--- src/sv/cps_pkg.sv ---
// shared types and constants for the coulomb potential sum block
`default_nettype none
package cps_pkg;

  localparam int MAX_NUCLEI_DEF = 64;

  localparam int MAG_W  = 33;  // magnitude of a coordinate difference
  localparam int SQ_W   = 68;  // sum of three squares
  localparam int ROOT_W = 34;  // integer square root
  localparam int NUM_W  = 40;  // charge scaled by 2^24
  localparam int POT_W  = 48;

  typedef enum logic [1:0] {
    CMD_LOAD  = 2'd0,
    CMD_CLEAR = 2'd1,
    CMD_EVAL  = 2'd2,
    CMD_NONE  = 2'd3
  } cmd_t;

  typedef struct packed {
    logic [1:0]         cmd;
    logic [15:0]        charge;
    logic signed [31:0] coord_x;
    logic signed [31:0] coord_y;
    logic signed [31:0] coord_z;
  } in_t;

  typedef struct packed {
    logic [POT_W-1:0] potential;
    logic             saturated;
  } out_t;

  // one finished term from the arithmetic unit
  typedef struct packed {
    logic             done;
    logic             zero;
    logic [NUM_W-1:0] term;
  } term_t;

endpackage
`default_nettype wire

--- src/sv/cps_term.sv ---
// iterative unit: squared distance, square root and division for one charge
`default_nettype none
module cps_term (
  input  wire logic                    clk,
  input  wire logic                    rst,
  input  wire logic                    start,
  input  wire logic [cps_pkg::MAG_W-1:0] mag_x,
  input  wire logic [cps_pkg::MAG_W-1:0] mag_y,
  input  wire logic [cps_pkg::MAG_W-1:0] mag_z,
  input  wire logic [15:0]             charge,
  output cps_pkg::term_t               result
);

  localparam int MW = cps_pkg::MAG_W;
  localparam int SW = cps_pkg::SQ_W;
  localparam int RW = cps_pkg::ROOT_W;
  localparam int NW = cps_pkg::NUM_W;

  typedef enum logic [4:0] {
    T_IDLE = 5'b00001,
    T_SQ   = 5'b00010,
    T_SQRT = 5'b00100,
    T_DIV  = 5'b01000,
    T_DONE = 5'b10000
  } tstate_t;

  tstate_t state;
  logic [5:0]    step;
  logic [1:0]    axis;
  logic [1:0]    part;
  logic [MW-1:0] mx, my, mz;
  logic [SW-1:0] sq;
  logic [RW+1:0] rem_s;
  logic [RW-1:0] root;
  logic [NW-1:0] num;
  logic [RW-1:0] rem_d;

  // squaring operands: magnitude split into 17 high and 16 low bits
  logic [MW-1:0] mag_sel;
  logic [16:0]   op_a, op_b;
  logic [33:0]   prod;
  logic [SW-1:0] prod_sh;

  always_comb begin
    case (axis)
      2'd0:    mag_sel = mx;
      2'd1:    mag_sel = my;
      default: mag_sel = mz;
    endcase
    case (part)
      2'd0: begin
        op_a = mag_sel[32:16];
        op_b = mag_sel[32:16];
      end
      2'd1: begin
        op_a = mag_sel[32:16];
        op_b = {1'b0, mag_sel[15:0]};
      end
      default: begin
        op_a = {1'b0, mag_sel[15:0]};
        op_b = {1'b0, mag_sel[15:0]};
      end
    endcase
    prod = op_a * op_b;
    case (part)
      2'd0:    prod_sh = {prod, 34'd0} >> 2;
      2'd1:    prod_sh = {17'd0, prod, 17'd0};
      default: prod_sh = {34'd0, prod};
    endcase
  end

  // one square root digit per cycle
  logic [RW+1:0] rem_s_sh, trial;
  logic          sqrt_ge;
  assign rem_s_sh = {rem_s[RW-1:0], sq[SW-1 -: 2]};
  assign trial    = {root, 2'b01};
  assign sqrt_ge  = rem_s_sh >= trial;

  // one quotient bit per cycle
  logic [RW:0] rem_d_sh;
  logic        div_ge;
  assign rem_d_sh = {rem_d, num[NW-1]};
  assign div_ge   = rem_d_sh >= {1'b0, root};

  always_ff @(posedge clk) begin
    if (rst) begin
      state <= T_IDLE;
    end else begin
      case (state)
        T_IDLE: if (start) state <= T_SQ;
        T_SQ:   if (axis == 2'd2 && part == 2'd2) state <= T_SQRT;
        T_SQRT: if (step == 6'(RW - 1)) state <= (root == '0 && !sqrt_ge) ? T_DONE : T_DIV;
        T_DIV:  if (step == 6'(NW - 1)) state <= T_DONE;
        T_DONE: state <= T_IDLE;
        default: state <= T_IDLE;
      endcase
    end
  end

  // datapath registers
  always_ff @(posedge clk) begin
    case (state)
      T_IDLE: begin
        mx    <= mag_x;
        my    <= mag_y;
        mz    <= mag_z;
        sq    <= '0;
        axis  <= 2'd0;
        part  <= 2'd0;
        step  <= '0;
        rem_s <= '0;
        root  <= '0;
        rem_d <= '0;
        num   <= {charge, 24'd0};
      end
      T_SQ: begin
        sq <= sq + prod_sh;
        if (part == 2'd2) begin
          part <= 2'd0;
          axis <= axis + 2'd1;
        end else begin
          part <= part + 2'd1;
        end
      end
      T_SQRT: begin
        sq <= sq << 2;
        if (sqrt_ge) begin
          rem_s <= rem_s_sh - trial;
          root  <= {root[RW-2:0], 1'b1};
        end else begin
          rem_s <= rem_s_sh;
          root  <= {root[RW-2:0], 1'b0};
        end
        step <= (step == 6'(RW - 1)) ? '0 : step + 6'd1;
      end
      T_DIV: begin
        if (div_ge) begin
          rem_d <= RW'(rem_d_sh - {1'b0, root});
          num   <= {num[NW-2:0], 1'b1};
        end else begin
          rem_d <= rem_d_sh[RW-1:0];
          num   <= {num[NW-2:0], 1'b0};
        end
        step <= step + 6'd1;
      end
      default: ;
    endcase
  end

  assign result.done = (state == T_DONE);
  assign result.zero = (root == '0);
  assign result.term = num;

endmodule
`default_nettype wire

--- config.mk ---
export PLATFORM = sky130hd
export DESIGN_NAME = cps_term
export DESIGN_NICKNAME = d
export VERILOG_FILES = /design/src/sv/cps_pkg.sv /design/src/sv/cps_term.sv
export SDC_FILE = /design/constraint.sdc
export NUM_CORES = 2
export LEC_CHECK = 0
export BUFFER_PORTS_ARGS = -buffer_cell sky130_fd_sc_hd__buf_2
export CAP_MARGIN = 30
export CORE_ASPECT_RATIO = 1.4
export CORE_MARGIN = 4
export CORE_UTILIZATION = 49
export DETAILED_ROUTE_END_ITERATION = 12
export HOLD_SLACK_MARGIN = 0.12
export PLACE_DENSITY = 0.72
export SYNTH_ARGS = -nofsm -noshare
export SYNTH_HDL_FRONTEND = slang
export SYNTH_SLANG_ARGS = --single-unit
--- constraint.sdc ---
create_clock -name clk -period 11.9 [get_ports clk]
set_clock_uncertainty 0.15 [all_clocks]
set_input_delay 2.38 -clock clk [delete_from_list [all_inputs] [get_ports clk]]
set_output_delay 2.38 -clock clk [all_outputs]
set_load 0.02 [all_outputs]
==> impl_metrics.yaml <==
synth:
  synth_edf_count: 319
  synth_area_sq_um: 30600
  synth.avg_cell_area_sq_um: 9.32
  synth_top_area_cell: "edfxtp_1"
  synth_top_area_frac: 0.313
  ys_types: 88
  ys.flop_type: "edfxtp_1"
  async_reset_ff_frac: 0
  synth_area_leaders: "edfxtp_1 31%, fa_1 15%, ha_1 10%, nand2_1 5.6%, inv_1 4.6%"
  ys_seq_area_frac: 0.317
  syn-num-nets: 3875
  ys_warn_count: 0
  synth-seq-cells: 324
  syn_inst: 3279
setup_path:
  crit_slowest_cell: "fa_1"
  arrival_ps: 11420
  crit_fanout: 47
  crit_path_end_kind: "register"
  crit_family: "adder cells"
  slowest_delay_ps: 560
  cp.buffers_inverters: 5
  worstSetupPathType: "register to register"
  cpMostUsedCell: "fa_1"
  reg2reg_setup_slack_ps: 630
  setup.worst_path.start_class: "register"
  worstPathRequired_ps: 12050
placed_design:
  routabilityCongestion: 1.01
  portBuffers: 159
  hpwl_microns: 67300
timing:
  tightest_slew_ps: 1030
  final_hold_viol_count: 0
  max_freq_ghz: 0.0887
  worst_slew_margin_rel: 0.309
  setup_viol: 0
  layout_min_cycle_time_ps: 11270
  finalCritPeriodShare: 0.947
  rsz0062_at_grt: "false"
  fin_setup_tns_ps: 0
  slew_violations: 0
job:
  maxCapViolCount: 0
clock_tree:
  clkTransAtPathRegs_ps: 70
  h-tree-depth: 2
  cts_tree: "built"
  clkSinkCount: 324
  numCtsBuffers: 36
  ctsHoldBuffers: 0
  clk_path_buf_depth: 3
  worstSkewPairLatency_ps: 570
  cts_root_buf: "clkbuf_16"
detailed_routing:
  routedWlPerCell_microns: 20.0
  ant_nets: 0
  firstDrtPassIters: 6
  route.detailed.drc: 0
  num_vias: 24300
  drt_iter0_drc: 1613
  vias_per_cell: 5.71
  wl_microns: 85100
outcome:
  status: "finished, final reports clean"
grt:
  grt_pass1_wl_microns: 133000
  overflow: 0
  grt_usage: 0.254
  grt_start_max_net_pins: 83
  antenna_found_initial: 1
  grt_pass1_vias: 24900
finish:
  nNetsFinal: 3999
  layout_commonest_cell: "nand2_1"
  final_cell_mix: "454 x nand2_1, 372 x inv_1, 319 x edfxtp_1"
  layout-drive-gt1-share: 0.0919
  n_antenna_cell: 0
  area_delta_synth_final_pct: 9.86
die:
  core_area_sq_um: 61900
  rows: 108
  die-area_sq_um: 66500
  start_util: 0.494
  die-width_microns: 219
  fp.dieH_microns: 304
  ios: 160
hold_path:
  hp-class: "register to register"
-- state kept, by name, indices dropped and copies added (netlist names) --
register / count
sq: 68
part: 2
my: 33
rem_d: 34
axis: 2
num: 40
mz: 33
state: 5
rem_s: 34
step: 6
root: 34
mx: 33
-- worst min-delay path: stages (launching register included) --
cell and delay (ps):
edfxtp_1 340, nand2_1 50, nand2_1 50
-- path summary, 6_finish.rpt --
path         cells past startpoint                  start                end
max                             38  part[0]$_SDFFCE_PP0P_   sq[63]$_DFFE_PP_
min                              2      num[38]$_DFFE_PP_  num[39]$_DFFE_PP_
min reg2reg                      2      num[38]$_DFFE_PP_  num[39]$_DFFE_PP_
max reg2reg                     38  part[0]$_SDFFCE_PP0P_   sq[63]$_DFFE_PP_
-- area by class of cell --
cell class | instances | area, sq um
fill | 5656 | 28300
multi-input combinational | 2444 | 19000
sequential | 324 | 9680
inverter | 375 | 1410
timing repair buffer | 222 | 1280
tap | 825 | 1030
clock buffer | 43 | 927
clock inverter | 21 | 259
-- through the flow --
| stage | worst slack (ps) | instances | hold slack, ps | instance area (sq um) | utilization |
|---|---|---|---|---|---|
| finish | 627 | 4254 | 386 | 33600 | 0.543 |
| global route | 61.8 | 4254 | 403 | 33600 | 0.543 |
| CTS | 665 | 4253 | 385 | 33600 | 0.542 |
| detailed placement | 705 | 4189 | 370 | 32400 | 0.523 |
| global placement | 719 | 4189 | 361 | 32400 | 0.523 |
| floorplan | 1720 | 3279 | 378 | 30600 | - |
-- logic make-up (layout without fill, tap and decap cells) --
| kind of cell | after synthesis | count (layout) | share of synthesized area |
|---|---|---|---|
| AO/OA/AOI/OAI | 720 | 720 | 0.155 |
| XOR/XNOR | 155 | 155 | 0.0444 |
| adder cells (fa/ha/maj) | 478 | 478 | 0.251 |
| buffers and inverters | 511 | 661 | 0.0651 |
| flip-flops | 324 | 324 | 0.317 |
| multiplexers | 53 | 53 | 0.0174 |
| AND/OR/NAND/NOR | 1038 | 1038 | 0.151 |
-- cell usage after synthesis (all sizes together) (39+ instances only) --
library cell / number
a21o: 77
a21oi: 184
a22o: 48
and2: 81
clkbuf: 122
edfxtp: 319
fa: 226
ha: 252
inv: 375
mux2i: 53
nand2: 457
nor2: 291
o21a: 39
o21ai: 180
xnor2: 90
xor2: 65
-- timing repair --
action | 4_1_cts | 5_1_grt
endpoints found under the setup margin | 0 | 1
resized for setup | 0 | 2
setup buffers | 0 | 0
-- per-layer routing --
metal / part of all wire / vias up / GRT usage
met1: 0.36 / 11600 / 0.265
met5: 0 / - / 0
met2: 0.52 / 821 / 0.479
met4: 0.078 / 0 / 0.156
met3: 0.044 / 318 / 0.0302
li1: - / 11500 / -
Power is not shown: default switching activity piles up to over one toggle a cycle in this logic, so the estimate is an artifact.
